File: config.mk
export PLATFORM = sky130hd
export DESIGN_NAME = sqlm_cell
export DESIGN_NICKNAME = d
export VERILOG_FILES = /design/src/design/service_queue_latency_monitor_top_assert.svh /design/src/design/sqlm_pkg.sv /design/src/design/sqlm_cell.sv
export SDC_FILE = /design/constraint.sdc
export NUM_CORES = 1
export LEC_CHECK = 0
export BUFFER_PORTS_ARGS = -buffer_cell sky130_fd_sc_hd__buf_2
export CORE_UTILIZATION = 47
export CTS_CLUSTER_SIZE = 14
export DETAILED_ROUTE_END_ITERATION = 12
export HOLD_SLACK_MARGIN = 0.05
export PLACE_DENSITY = 0.9
export SKIP_LAST_GASP = 1
export SLEW_MARGIN = 10
export SYNTH_ARGS = -nofsm -noshare
export SYNTH_HDL_FRONTEND = slang
export SYNTH_SLANG_ARGS = --single-unit
File: constraint.sdc
create_clock -name clk -period 2.92 [get_ports clk]
set_clock_uncertainty 0.05 [all_clocks]
set_input_delay 0.146 -clock clk [delete_from_list [all_inputs] [get_ports clk]]
set_output_delay 0.146 -clock clk [all_outputs]
set_load 0.02 [all_outputs]
File: src/design/service_queue_latency_monitor_top_assert.svh
// assertion macros for the queue monitor, sampled on clk and masked in reset
`ifndef SERVICE_QUEUE_LATENCY_MONITOR_TOP_ASSERT_SVH
`define SERVICE_QUEUE_LATENCY_MONITOR_TOP_ASSERT_SVH

// condition in the same cycle
`define SQLM_ASSERT_NOW(name, ante, cons, msg) \
  name: assert property (@(posedge clk) disable iff (rst) (ante) |-> (cons)) else $error(msg);

// condition in the next cycle
`define SQLM_ASSERT_NEXT(name, ante, cons, msg) \
  name: assert property (@(posedge clk) disable iff (rst) (ante) |=> (cons)) else $error(msg);

`endif

File: src/design/sqlm_pkg.sv
package sqlm_pkg;

  localparam int QUEUE_DEPTH = 64;
  localparam int CNT_W = $clog2(QUEUE_DEPTH + 1);
  localparam int WAIT_W = 16;
  localparam int SVC_W = 8;
  localparam int REC_W = 16;
  localparam int SUM_W = 32;

  localparam logic [REC_W-1:0] MIN_RESET = 16'd2000;
  localparam logic [REC_W-1:0] STAMP_NONE = 16'hFFFF;

  localparam logic FUNC_TICK = 1'b0;
  localparam logic FUNC_READ = 1'b1;

  localparam logic [3:0] STAT_ARRIVALS   = 4'd0;
  localparam logic [3:0] STAT_WAIT_SUM   = 4'd1;
  localparam logic [3:0] STAT_SVC_SUM    = 4'd2;
  localparam logic [3:0] STAT_OCC_SUM    = 4'd3;
  localparam logic [3:0] STAT_WAIT_MAX   = 4'd4;
  localparam logic [3:0] STAT_WAIT_MAX_T = 4'd5;
  localparam logic [3:0] STAT_WAIT_MIN   = 4'd6;
  localparam logic [3:0] STAT_WAIT_MIN_T = 4'd7;
  localparam logic [3:0] STAT_TOT_MAX    = 4'd8;
  localparam logic [3:0] STAT_TOT_MAX_T  = 4'd9;
  localparam logic [3:0] STAT_TOT_MIN    = 4'd10;
  localparam logic [3:0] STAT_TOT_MIN_T  = 4'd11;
  localparam logic [3:0] STAT_OCC_MAX    = 4'd12;
  localparam logic [3:0] STAT_OCC_MAX_T  = 4'd13;
  localparam logic [3:0] STAT_OCC_MIN    = 4'd14;
  localparam logic [3:0] STAT_OCC_MIN_T  = 4'd15;

  typedef struct packed {
    logic [SVC_W-1:0]  rem;
    logic [SVC_W-1:0]  orig;
    logic [WAIT_W-1:0] age;
  } entry_t;

  typedef struct packed {
    logic load;
    logic shift;
    logic dec;
    logic age_up;
  } cell_ctl_t;

  typedef struct packed {
    logic              acc;
    logic              serve;
    logic              adv;
    logic [REC_W-1:0]  w;
    logic [REC_W-1:0]  tot;
    logic [WAIT_W:0]   tot_full;
    logic [CNT_W-1:0]  occ;
    logic [REC_W-1:0]  now;
  } stat_evt_t;

  function automatic logic [SUM_W-1:0] sat_add(input logic [SUM_W-1:0] a,
                                               input logic [SUM_W-1:0] b);
    logic [SUM_W:0] s;
    s = {1'b0, a} + {1'b0, b};
    return s[SUM_W] ? '1 : s[SUM_W-1:0];
  endfunction

endpackage

File: src/design/sqlm_cell.sv
module sqlm_cell
  import sqlm_pkg::*;
(
  input  logic      clk,
  input  cell_ctl_t ctl,
  input  entry_t    ins,
  input  entry_t    nb,
  output entry_t    cur
);

  entry_t stored, stored_next;

  // arrival lands in this cell before the head is examined
  assign cur = ctl.load ? ins : stored;

  always_comb begin
    stored_next = cur;
    if (ctl.shift) begin
      stored_next = nb;
    end else begin
      if (ctl.dec) begin
        stored_next.rem = cur.rem - SVC_W'(1);
      end
      if (ctl.age_up && (cur.age != '1)) begin
        stored_next.age = cur.age + WAIT_W'(1);
      end
    end
  end

  always_ff @(posedge clk) begin
    stored <= stored_next;
  end

endmodule

[Yosys cells after proc, flatten, opt, wreduce, memory -nomap -nowiden]
Cells that the tools add are included.
W data, S select, Z words.
Storage, ports and cells
  output and inout port bits: 32
  bits in registers: 32
  word-level logic and storage cells: 13
  input port bits: 69
Operators by class
  reductions and logical operators: 1
  eq/ne operators: 1
  add/sub/neg operators: 2
  multiplexer cells: 6
Operators with widths (number)
  $mux W16: 2
  $mux W32: 1
  $mux W8: 3
  $add A16 B1 Y16 const B: 1
  $ne A16 B16 Y1 const B: 1
  $sub A8 B1 Y8 const B: 1
  $logic_and A1 B1 Y1: 1

[Depth between registers and ports, before layout]
  depth in word-level cells: 5
  mapped depth: 11
  depth with buffers taken out: 7

[Worst setup path before layout]
OpenSTA, ideal clock, no wires.
  kind: input port to flip-flop
  start point: input ctl[3] (netlist name)
  end point: register stored[12] (netlist name)
  stages on the path: 11
  arrival time: 2.269 ns
  required time: 2.740 ns
  setup slack: 0.471 ns
  buffers on the path: 4
  library setup time: 0.130 ns
  cell sequence: buf_6 -> buf_12 -> buf_4 -> buf_2 -> mux2_2 -> ha_1 -> nand4b_1 -> a21bo_2 -> a2111oi_4 -> and2_1 -> o31ai_2
RTL lines
  from (decl): line sqlm_cell.sv:5  | input cell_ctl_t ctl,
  to (signal assigned): line sqlm_cell.sv:31  | stored <= stored_next;
  to (decl): line sqlm_cell.sv:11  | entry_t stored, stored_next;

==> results.cfg <==
[outcome]
status = complete, no violations

[die]
die_height_um = 70.2
row_count = 24
io-pin-count = 101
initial_core_util = 0.495
die_area_sq_um = 4920
core-area_sq_um = 4410
die-width_um = 70.2

[route]
vias = 2248
wl_per_cell_um = 15.2
drtAntennaViolNets = 0
drc = 0
dr.pass1.iters = 4
drt_first_iter_violations = 132
viasPerCell = 5.54
drt_wl_total_um = 6190

[synthesis]
yosys_register_bits = 32
synthDistinctLibCells = 55
synth_enable_flop_cells = 0
avgSynthCellArea_sq_um = 9.54
synth_nets = 300
synth_ff_type = dfxtp_1
ys_warn_count = 0
ys_seq_area_frac = 0.293
netlist_area_sq_um = 2180
async_flop_share = 0
syn_inst = 229

[setup_path]
rrSetupSlack_ps = 610
startpoint_type = flip-flop
cp_data_required_time_ps = 3040
rr_endpoint = stored[5]
worstPathArrival_ps = 2420
cp_max_fo = 9
crit_path_end_kind = flip-flop
r2r_cells = 7
path_class = reg2reg
timing.rr.start = stored[0]

[sta]
setup_viol = 0
tns_ps = 0
final_max_slew_viol_count = 0
max_freq_ghz = 0.434
tightest_slew_ps = 530
rsz0062_at_grt = false
relSlewSlack = 0.644
layout_setup_ws_ps = 614
fin_crit_sh = 0.790
hold_violations = 0
post-route-min-period_ps = 2310

[finish]
areaGrowthSynthToFinish_pct = 39.1
largest_reg_flops = 32
drive_above_1_share = 0.472
antenna_cells = 0
top_regs = stored (32)
fin_nets = 424
top_register = stored
finish.utilization = 0.688

[clocking]
cts_hold_buf = 25
cts_resized = 0
clk_pin_slew_worst_paths_ps = 70
numCtsBuffers = 5
cts_sinks = 32
clkLatencyLatePin_ps = 280
post_cts_buffers = 0
tritoncts = done
htreeDepth = 2
clk_path_buf_depth = 2
cts-root-buf = clkbuf_8

[grt]
grt_first_pass_wirelength_um = 9980
grt_pass1_vias = 2193
grt_use_total = 0.254
grt-ovfl-total = 0
antenna_found_initial = 0
grt_max_degree = 44

[power_and_ir_drop]
total_power_mw = 1.29
switching_power_uw = 426
pwr-share-seq = 0.390
switching_share = 0.330
leakage_nw = 1.40
clkPwrFrac = 0.280
p_int_uw = 867
ir_worst_vdd_uv = 330
pwr-share-comb = 0.329
p_per_area_nw_per_um2 = 426

[place]
place_hpwl_um = 4410
portBuffers = 100
place.gp.congestion = 0.874
dpl_worst_slack_ps = 531

[hold_path]
hp-start = nb[10]
min-delay-path-class = in2reg
hold-path-cell-count = 3
whs_endpoint = stored[10]

[run]
max_cap_viol_count = 0
[layout make-up]
cell class,instances,area (sq um)
Timing Repair Buffer,128,773
Clock inverter,1,7.51
Tap cell,52,65.1
Inverter,11,41.3
Clock buffer,7,86.3
Fill cell,338,1380
Multi-Input combinational cell,175,1430
Sequential cell,32,641
[cells in the final DEF, fill, tap and decap left out, types with 6 or more instances in the layout]
cell type | Yosys | layout
buf_2 | 1 | 100
dfxtp_1 | 32 | 32
mux2_2 | 31 | 31
nand2_1 | 27 | 27
dlygate4sd3_1 | 0 | 25
o21ai_0 | 10 | 10
inv_1 | 9 | 9
and3_1 | 9 | 9
a21oi_1 | 8 | 8
nand3_1 | 7 | 7
o31ai_1 | 7 | 7
xnor2_1 | 6 | 6
clkbuf_8 | 0 | 6
[cell families (layout without fill, tap and decap cells)]
kind of cell | after synthesis | after routing | synth area share
xor gates and xnor gates | 7 | 7 | 0.0281
muxes | 40 | 40 | 0.210
AOI/OAI and AO/OA | 52 | 52 | 0.204
DFF | 32 | 32 | 0.293
buffers and inverters | 22 | 147 | 0.0544
and+or+nand+nor | 74 | 74 | 0.199
adders and majority gates | 2 | 2 | 0.0115
[Yosys cell counts (2+ instances only)]
| cell | n | share of area |
|---|---|---|
| nor2_1 | 5 | 0.0086 |
| a21oi_1 | 8 | 0.018 |
| nand4b_1 | 3 | 0.012 |
| a31oi_1 | 3 | 0.0086 |
| a211oi_1 | 2 | 0.0069 |
| nand3b_1 | 2 | 0.0069 |
| mux2i_1 | 4 | 0.018 |
| mux2_2 | 31 | 0.16 |
| nand4_1 | 4 | 0.011 |
| and3_1 | 9 | 0.026 |
| o21ai_1 | 3 | 0.0069 |
| buf_6 | 2 | 0.010 |
| nand2_1 | 27 | 0.046 |
| ha_1 | 2 | 0.011 |
| clkbuf_1 | 6 | 0.010 |
| xnor2_1 | 6 | 0.024 |
| and4_1 | 3 | 0.012 |
| inv_1 | 9 | 0.015 |
| nand4_2 | 2 | 0.011 |
| o31ai_2 | 3 | 0.017 |
| and2_1 | 3 | 0.0086 |
| o21ai_0 | 10 | 0.023 |
| nor3_2 | 3 | 0.014 |
| dfxtp_1 | 32 | 0.29 |
| mux2i_2 | 5 | 0.032 |
| nand3_1 | 7 | 0.016 |
| o31ai_1 | 7 | 0.024 |
[how the worst max path moves through the flow]
stage,start,to,slack [ps],cells past startpoint
2_1_floorplan,ctl[3],stored[12],470,11
3_3_place_gp,ctl[3],stored[12],640,8
3_5_place_dp,ctl[3],stored[5],530,8
4_1_cts,stored[0],stored[5],670,7
5_1_grt,stored[0],stored[5],560,7
6_report,stored[0],stored[5],610,7
[critical path, cell delays in order, from the launching register on]
cell and delay (ps):
dfxtp_1 340, mux2_2 190, ha_1 220, nand4_1 200, a21boi_2 430, a41oi_4 240
and3_1 240, o31ai_1 270
[per-layer routing]
layer,GRT usage,share of wire,vias up
met5,0,0,-
met4,0.111,0.022,0
met3,0.0534,0.054,15
met2,0.453,0.50,84
met1,0.289,0.42,1051
li1,-,-,1098
[stage by stage]
| step | area (sq um) | hold slack, ps | std cells |
|---|---|---|---|
| floorplan | 2180 | 209 | 229 |
| CTS | 3040 | 58.0 | 406 |
| detailed placement | 2700 | 306 | 373 |
| global placement | 2700 | 296 | 373 |
| finish | 3040 | 72.5 | 406 |
| global route | 3040 | 69.5 | 406 |
[power groups by stage]
stage	registers, mW	clock network, mW	logic (mW)
2_1_floorplan	0.507	0	0.270
3_3_place_gp	0.511	0	0.380
3_5_place_dp	0.514	0	0.393
4_1_cts	0.504	0.369	0.421
5_1_grt	0.508	0.391	0.459
6_report	0.505	0.363	0.426
Note: power is estimated with default switching activity, not from simulation.
