--- src/design/service_queue_latency_monitor_top_assert.svh ---
// assertion macros for the queue monitor, sampled on clk and masked in reset
`ifndef SERVICE_QUEUE_LATENCY_MONITOR_TOP_ASSERT_SVH
`define SERVICE_QUEUE_LATENCY_MONITOR_TOP_ASSERT_SVH

// condition in the same cycle
`define SQLM_ASSERT_NOW(name, ante, cons, msg) \
  name: assert property (@(posedge clk) disable iff (rst) (ante) |-> (cons)) else $error(msg);

// condition in the next cycle
`define SQLM_ASSERT_NEXT(name, ante, cons, msg) \
  name: assert property (@(posedge clk) disable iff (rst) (ante) |=> (cons)) else $error(msg);

`endif

--- src/design/sqlm_pkg.sv ---
package sqlm_pkg;

  localparam int QUEUE_DEPTH = 64;
  localparam int CNT_W = $clog2(QUEUE_DEPTH + 1);
  localparam int WAIT_W = 16;
  localparam int SVC_W = 8;
  localparam int REC_W = 16;
  localparam int SUM_W = 32;

  localparam logic [REC_W-1:0] MIN_RESET = 16'd2000;
  localparam logic [REC_W-1:0] STAMP_NONE = 16'hFFFF;

  localparam logic FUNC_TICK = 1'b0;
  localparam logic FUNC_READ = 1'b1;

  localparam logic [3:0] STAT_ARRIVALS   = 4'd0;
  localparam logic [3:0] STAT_WAIT_SUM   = 4'd1;
  localparam logic [3:0] STAT_SVC_SUM    = 4'd2;
  localparam logic [3:0] STAT_OCC_SUM    = 4'd3;
  localparam logic [3:0] STAT_WAIT_MAX   = 4'd4;
  localparam logic [3:0] STAT_WAIT_MAX_T = 4'd5;
  localparam logic [3:0] STAT_WAIT_MIN   = 4'd6;
  localparam logic [3:0] STAT_WAIT_MIN_T = 4'd7;
  localparam logic [3:0] STAT_TOT_MAX    = 4'd8;
  localparam logic [3:0] STAT_TOT_MAX_T  = 4'd9;
  localparam logic [3:0] STAT_TOT_MIN    = 4'd10;
  localparam logic [3:0] STAT_TOT_MIN_T  = 4'd11;
  localparam logic [3:0] STAT_OCC_MAX    = 4'd12;
  localparam logic [3:0] STAT_OCC_MAX_T  = 4'd13;
  localparam logic [3:0] STAT_OCC_MIN    = 4'd14;
  localparam logic [3:0] STAT_OCC_MIN_T  = 4'd15;

  typedef struct packed {
    logic [SVC_W-1:0]  rem;
    logic [SVC_W-1:0]  orig;
    logic [WAIT_W-1:0] age;
  } entry_t;

  typedef struct packed {
    logic load;
    logic shift;
    logic dec;
    logic age_up;
  } cell_ctl_t;

  typedef struct packed {
    logic              acc;
    logic              serve;
    logic              adv;
    logic [REC_W-1:0]  w;
    logic [REC_W-1:0]  tot;
    logic [WAIT_W:0]   tot_full;
    logic [CNT_W-1:0]  occ;
    logic [REC_W-1:0]  now;
  } stat_evt_t;

  function automatic logic [SUM_W-1:0] sat_add(input logic [SUM_W-1:0] a,
                                               input logic [SUM_W-1:0] b);
    logic [SUM_W:0] s;
    s = {1'b0, a} + {1'b0, b};
    return s[SUM_W] ? '1 : s[SUM_W-1:0];
  endfunction

endpackage

--- src/design/sqlm_stats.sv ---
module sqlm_stats
  import sqlm_pkg::*;
(
  input  logic             clk,
  input  logic             rst,
  input  stat_evt_t        evt,
  input  logic [3:0]       sel,
  output logic [SUM_W-1:0] stat
);

  logic [SUM_W-1:0] arrivals, wait_sum, svc_sum, occ_sum;
  logic [REC_W-1:0] max_rec [3];
  logic [REC_W-1:0] min_rec [3];
  logic [REC_W-1:0] stamp   [6];
  logic [REC_W-1:0] rec_val [3];
  logic             rec_en  [3];

  // record 0 wait, 1 wait plus service, 2 occupancy
  assign rec_val[0] = evt.w;
  assign rec_val[1] = evt.tot;
  assign rec_val[2] = REC_W'(evt.occ);
  assign rec_en[0]  = evt.serve;
  assign rec_en[1]  = evt.serve;
  assign rec_en[2]  = evt.adv;

  always_ff @(posedge clk) begin
    if (rst) begin
      arrivals <= '0;
      wait_sum <= '0;
      svc_sum  <= '0;
      occ_sum  <= '0;
      for (int k = 0; k < 3; k++) begin
        max_rec[k]       <= '0;
        min_rec[k]       <= MIN_RESET;
        stamp[2 * k]     <= STAMP_NONE;
        stamp[2 * k + 1] <= STAMP_NONE;
      end
    end else begin
      if (evt.acc) begin
        arrivals <= sat_add(arrivals, SUM_W'(1));
      end
      if (evt.serve) begin
        wait_sum <= sat_add(wait_sum, SUM_W'(evt.w));
        // the sum takes the full wait plus service, only the records are clipped
        svc_sum  <= sat_add(svc_sum, SUM_W'(evt.tot_full));
      end
      if (evt.adv) begin
        occ_sum <= sat_add(occ_sum, SUM_W'(evt.occ));
      end
      for (int k = 0; k < 3; k++) begin
        if (rec_en[k] && (rec_val[k] > max_rec[k])) begin
          max_rec[k]   <= rec_val[k];
          stamp[2 * k] <= evt.now;
        end
        if (rec_en[k] && (rec_val[k] < min_rec[k])) begin
          min_rec[k]       <= rec_val[k];
          stamp[2 * k + 1] <= evt.now;
        end
      end
    end
  end

  always_comb begin
    stat = '0;
    unique case (sel)
      STAT_ARRIVALS:   stat = arrivals;
      STAT_WAIT_SUM:   stat = wait_sum;
      STAT_SVC_SUM:    stat = svc_sum;
      STAT_OCC_SUM:    stat = occ_sum;
      STAT_WAIT_MAX:   stat = SUM_W'(max_rec[0]);
      STAT_WAIT_MAX_T: stat = SUM_W'(stamp[0]);
      STAT_WAIT_MIN:   stat = SUM_W'(min_rec[0]);
      STAT_WAIT_MIN_T: stat = SUM_W'(stamp[1]);
      STAT_TOT_MAX:    stat = SUM_W'(max_rec[1]);
      STAT_TOT_MAX_T:  stat = SUM_W'(stamp[2]);
      STAT_TOT_MIN:    stat = SUM_W'(min_rec[1]);
      STAT_TOT_MIN_T:  stat = SUM_W'(stamp[3]);
      STAT_OCC_MAX:    stat = SUM_W'(max_rec[2]);
      STAT_OCC_MAX_T:  stat = SUM_W'(stamp[4]);
      STAT_OCC_MIN:    stat = SUM_W'(min_rec[2]);
      STAT_OCC_MIN_T:  stat = SUM_W'(stamp[5]);
    endcase
  end

endmodule

--- config.mk ---
export PLATFORM = sky130hd
export DESIGN_NAME = sqlm_stats
export DESIGN_NICKNAME = d
export VERILOG_FILES = /design/src/design/service_queue_latency_monitor_top_assert.svh /design/src/design/sqlm_pkg.sv /design/src/design/sqlm_stats.sv
export SDC_FILE = /design/constraint.sdc
export NUM_CORES = 1
export LEC_CHECK = 0
export BUFFER_PORTS_ARGS = -buffer_cell sky130_fd_sc_hd__buf_2
export CAP_MARGIN = 25
export CORE_ASPECT_RATIO = 1.4
export CORE_MARGIN = 5
export CORE_UTILIZATION = 56
export CTS_BUF_LIST = sky130_fd_sc_hd__clkbuf_16
export CTS_CLUSTER_DIAMETER = 80
export DETAILED_ROUTE_END_ITERATION = 6
export HOLD_SLACK_MARGIN = 0.1
export MAX_ROUTING_LAYER = met4
export PLACE_DENSITY = 0.89
export SLEW_MARGIN = 25
export SYNTH_ARGS = -nofsm -noshare
export SYNTH_HDL_FRONTEND = slang
export SYNTH_SLANG_ARGS = --single-unit
--- constraint.sdc ---
create_clock -name clk -period 4.4 [get_ports clk]
set_clock_uncertainty 0.05 [all_clocks]
set_input_delay 0.44 -clock clk [delete_from_list [all_inputs] [get_ports clk]]
set_output_delay 0.44 -clock clk [all_outputs]
set_load 0.01 [all_outputs]
======== Word level (Yosys, flattened, before mapping) ========
Memory sizes are Yosys's and may differ from the RTL's.
Index checks and enable logic that the tools add are counted.
word-level totals
  output and inout bits ................... 32
  input port bits ......................... 81
  logic and storage cells ................. 88
  memory bits (writable) .................. 192
  memories kept ........................... 3
  flip-flop bits (word level) ............. 128
cells by class
  bitwise gates (word level) .............. 12
  muxes and demuxes ....................... 37
  reduce and logical (&&, ||, !) cells .... 7
  equal/unequal tests ..................... 15
  $lt $le $gt $ge ......................... 6
  add/subtract/negate cells ............... 4
memories
  memory   words  width  read ports  clocked after memory_dff  wr ports  line              source
  stamp    6      16     6           0                         6         sqlm_stats.sv:14  logic [REC_W-1:0] stamp [6];
  max_rec  3      16     3           0                         3         sqlm_stats.sv:12  logic [REC_W-1:0] max_rec [3];
  min_rec  3      16     3           0                         3         sqlm_stats.sv:13  logic [REC_W-1:0] min_rec [3];
operators with widths
  kind                   number
  $pmux 32 s16           1
  $mux 16                12
  $mux 32                4
  $add 32x1->33 const B  1
  $add 32x16->33         1
  $add 32x17->33         1
  $add 32x7->33          1
  $eq 4x4->1 const B     8
  $gt 16x16->1           2
  $lt 16x16->1           2
  $mux 1                 20
  $eq 4x3->1 const B     4
  $gt 7x16->1            1
  $lt 7x16->1            1
  $or 1x1->1             12
  $eq 4x2->1 const B     2
  $logic_and 1x1->1      6
  $eq 4x1->1 const B     1
  $logic_not 4->1        1

======== Longest topological paths before layout ========
An unclocked memory read counts as a cell.
  word-level depth ........................ 7
  gate-level depth with buffers ........... 11
  mapped depth without buffers ............ 10

======== Worst setup path after synthesis ========
OpenSTA, ideal clock, no wires.
  path type ............................... input port to flip-flop
  start ................................... input port evt[69] in the netlist's numbering
  end ..................................... memory max_rec[0][0], enable pin
  slack ................................... -269 ps
  path buffers ............................ 1
  stages on the path ...................... 9
  library setup time ...................... 466 ps
  data required time ...................... 3884 ps
  data arrival time ....................... 4154 ps
  cell sequence ........................... ha_1 > nand4_1 > or2_1 > nor2_1 > o21ai_0 > and4bb_2 > clkbuf_1 > a21o_1 > o21ai_0
RTL lines
  item         line              source
  from (decl)  sqlm_stats.sv:6   input stat_evt_t evt,
  to (decl)    sqlm_stats.sv:12

======== Final worst setup path ========
  start ................................... input port sel[1]
  end ..................................... output port stat[1]
between the ends
  longest elaborated chain between the ends .. 2
  elaborated cells between the ends (all ways) .. 17
  classes of those cells .................. eq/ne: 15; mux: 1; reduce/logical: 1
ends and longest elaborated chain
  item                                      line              source
  from (decl)                               sqlm_stats.sv:7   input logic [3:0] sel,
  $eq 4x4->1, or another cell as far along  sqlm_stats.sv:65  unique case (sel)
  $pmux 32 s16 *                            sqlm_stats.sv:65
  to (decl)                                 sqlm_stats.sv:8   output logic [SUM_W-1:0] stat
Mark *: on every way between the ends. The rest lies on a longest branch, timed or not.

==> flow_metrics.tcl <==
set metrics [dict create \
    ys_ff_latch 303 \
    hp-class "in2reg" \
    timing.hold.ws_ps 106.1 \
    synth-warning-count 0 \
    synth_top_area_cell "edfxtp_1" \
    tightestPinTransition_ps 1092 \
    worstSetupPathType "in2out" \
    core_area_um2 32300 \
    drv_cap 0 \
    grt_max_degree 73 \
    dp_hpwl_um 46680 \
    antenna_found_initial 2 \
    violations "DRC" \
    io_pins 113 \
    drc 10 \
    p_leak_nw 7.717 \
    slew_headroom_pct 27.19 \
    rows 78 \
    syn_nets 2089 \
    cp_data_arrival_time_ps 3200 \
    clock_sinks 303 \
    grt_pass1_vias 15990 \
    path_clk_slew_ps 70 \
    cts_max_path_buffers 3 \
    cp_slowest_stage_delay_ps 760 \
    start_util_pct 56.58 \
    cp-start-kind "primary input" \
    cts_tree "done" \
    power_density_nw_per_um2 386.5 \
    synthCells 1889 \
    htree_levels 1 \
    syn_area_per_cell_um2 9.676 \
    synthArstFlopShare_pct 0 \
    post_cts.repair.setup_buffers 0 \
    gp_congestion 1.082 \
    regArea_um2 7818 \
    synth-main-ff-cell "edfxtp_1" \
    ctsHoldBuffers 0 \
    finalCriticalPeriod_ps 3693 \
    pre_cts_ws_ps 1003 \
    endpoint_kind "output port" \
    post_drt_wl_per_cell_um 25.64 \
    syn2layout_area_growth_pct 11.30 \
    synth_edf_count 175 \
    rr_worst_depth 10 \
    path_depth 8 \
    setup_violations 0 \
    required_ps 3910 \
    post-route-period-util_pct 83.94 \
    rsz0062_at_grt "no" \
    slowest_stage "nor2_1" \
    grt_pass1_wl_um 94260 \
    post_cts_resized 0 \
    fin_tns_setup_ps 0 \
    path_buf_inv 2 \
    worst-path-max-fanout 27 \
    synthTopCellsByArea "edfxtp_1 29%, dfxtp_1 14%, ha_1 7.9%, a21oi_1 3.6%, nor2_1 2.9%" \
    fmax_ghz 0.2708 \
    synth.distinct_cells 92 \
    status "finished, violations left" \
    worstHoldPathCells 2 \
    hold_viol 0 \
    slew_viol_final 0 \
    grt_overflow 0 \
    peakVddDrop_v 0.0005474 \
    vias 16330 \
    numCtsBuffers 30 \
    seq_area_frac_synth_pct 42.77 \
    clock_latency_ps 580 \
    die-width_um 162.7 \
    track_usage_pct 34.35 \
    synthesis.area_um2 18280 \
    drtIter0Drc 1836 \
    dr.pass1.iters 7 \
    root_buffer "clkbuf_16" \
    avgViaCountPerCell 6.688 \
    wirelength_um 62590 \
    path_delay_family "simple AND/OR/NAND/NOR gates" \
    portBuffers 112 \
    final_layout_size_suffix_gt1_share_pct 14.01 \
    setup_ws_ps 706.8 \
    antenna_left 0 \
    cp_cell_sequence "buf_2 > nand2b_1 > nor2_1 > a222oi_1 > o2111ai_1 > a21oi_1 > a21oi_1 > buf_2" \
    n_fill_cell 2597 \
    fp.dieArea_um2 36400 \
    die_h_um 223.8 \
    fin_nets 2176 \
    multiInputGateArea_um2 9694 \
    netlist.area_leader.share_pct 28.75 \
]
per-stage QoR:
stage	power, mW	cell area [um^2]	utilization (%)	cells
3_5_place_dp	5.092	19290	59.70	2383
3_3_place_gp	5.028	19290	59.70	2383
4_1_cts	7.822	20330	62.93	2438
2_1_floorplan	4.469	18280	-	1889
6_report	7.863	20340	62.98	2441
5_1_grt	8.120	20340	62.98	2441
worst reg2reg max path: cells and delay by family (launching register included):
family,cells,cell delay (ps)
fa+ha+maj,2,620
compound gates,3,970
simple gates,4,960
flops,1,440
buf+inv,1,60
synth_stat cells, types with 52 or more instances:
library cell	count
edfxtp_1	175
nor2_1	141
a21oi_1	132
dfxtp_1	128
ha_1	116
nand2_1	115
inv_1	101
clkbuf_1	70
nand3_1	54
o21ai_0	54
a21o_1	52
or3_1	52
registers in the layout, summed over array words and instances, names as in the netlist:
name,count
arrivals,32
stamp,96
occ_sum,32
max_rec,39
wait_sum,32
svc_sum,32
min_rec,40
placed cells by master, fill, tap and decap left out, types with 35 or more instances in the layout:
cell / n
ha_1: 116
nand3_1: 54
or2_2: 35
xnor2_1: 45
xor2_1: 40
buf_4: 38
inv_1: 102
or3_1: 52
a22oi_1: 51
nor2_1: 141
edfxtp_1: 175
o21ai_0: 52
dfxtp_1: 128
a21oi_1: 132
a211oi_1: 39
and2_1: 49
a21o_1: 52
buf_2: 111
nand2_1: 115
per-layer routing:
layer	track usage, %	vias up	part of all wire [%]
met5	-	-	0
met4	23.71	0	8.9
met3	4.730	272	8.8
met2	55.76	934	47
met1	39.17	7842	35
li1	-	7277	-
cell type report:
type | count | share of cell area [%]
Clock inverter | 24 | 1.310
Sequential cell | 303 | 38.43
Multi-Input combinational cell | 1389 | 47.65
Tap cell | 440 | 2.706
Antenna cell | 2 | 0.02460
Inverter | 102 | 1.882
Clock buffer | 31 | 3.813
Timing Repair Buffer | 150 | 4.188
logic make-up after synthesis:
logic type	share of synthesized area, %
AOI/OAI and AO/OA	21.14
and+or+nand+nor	18.32
xor gates and xnor gates	4.073
buffers and inverters	4.264
adders and majority gates	8.269
DFF	42.77
muxes	1.164
path summary, 6_finish.rpt:
check                             startpoint            to  slack [ps]
worst max-delay path                  sel[1]       stat[1]         710
worst max register to register    occ_sum[0]    occ_sum[1]        1220
worst min register to register  wait_sum[28]  wait_sum[28]         460
worst min-delay path                 evt[74]   arrivals[1]         110
power breakdown:
group / total [mW] / internal [mW] / switching, mW / leakage, nW
Clock: 2.77 / 1.62 / 1.15 / 0.497
Sequential: 3.51 / 3.27 / 0.240 / 2.60
Combinational: 1.59 / 0.589 / 1.00 / 4.62
Power figures use the tool's default switching activity.
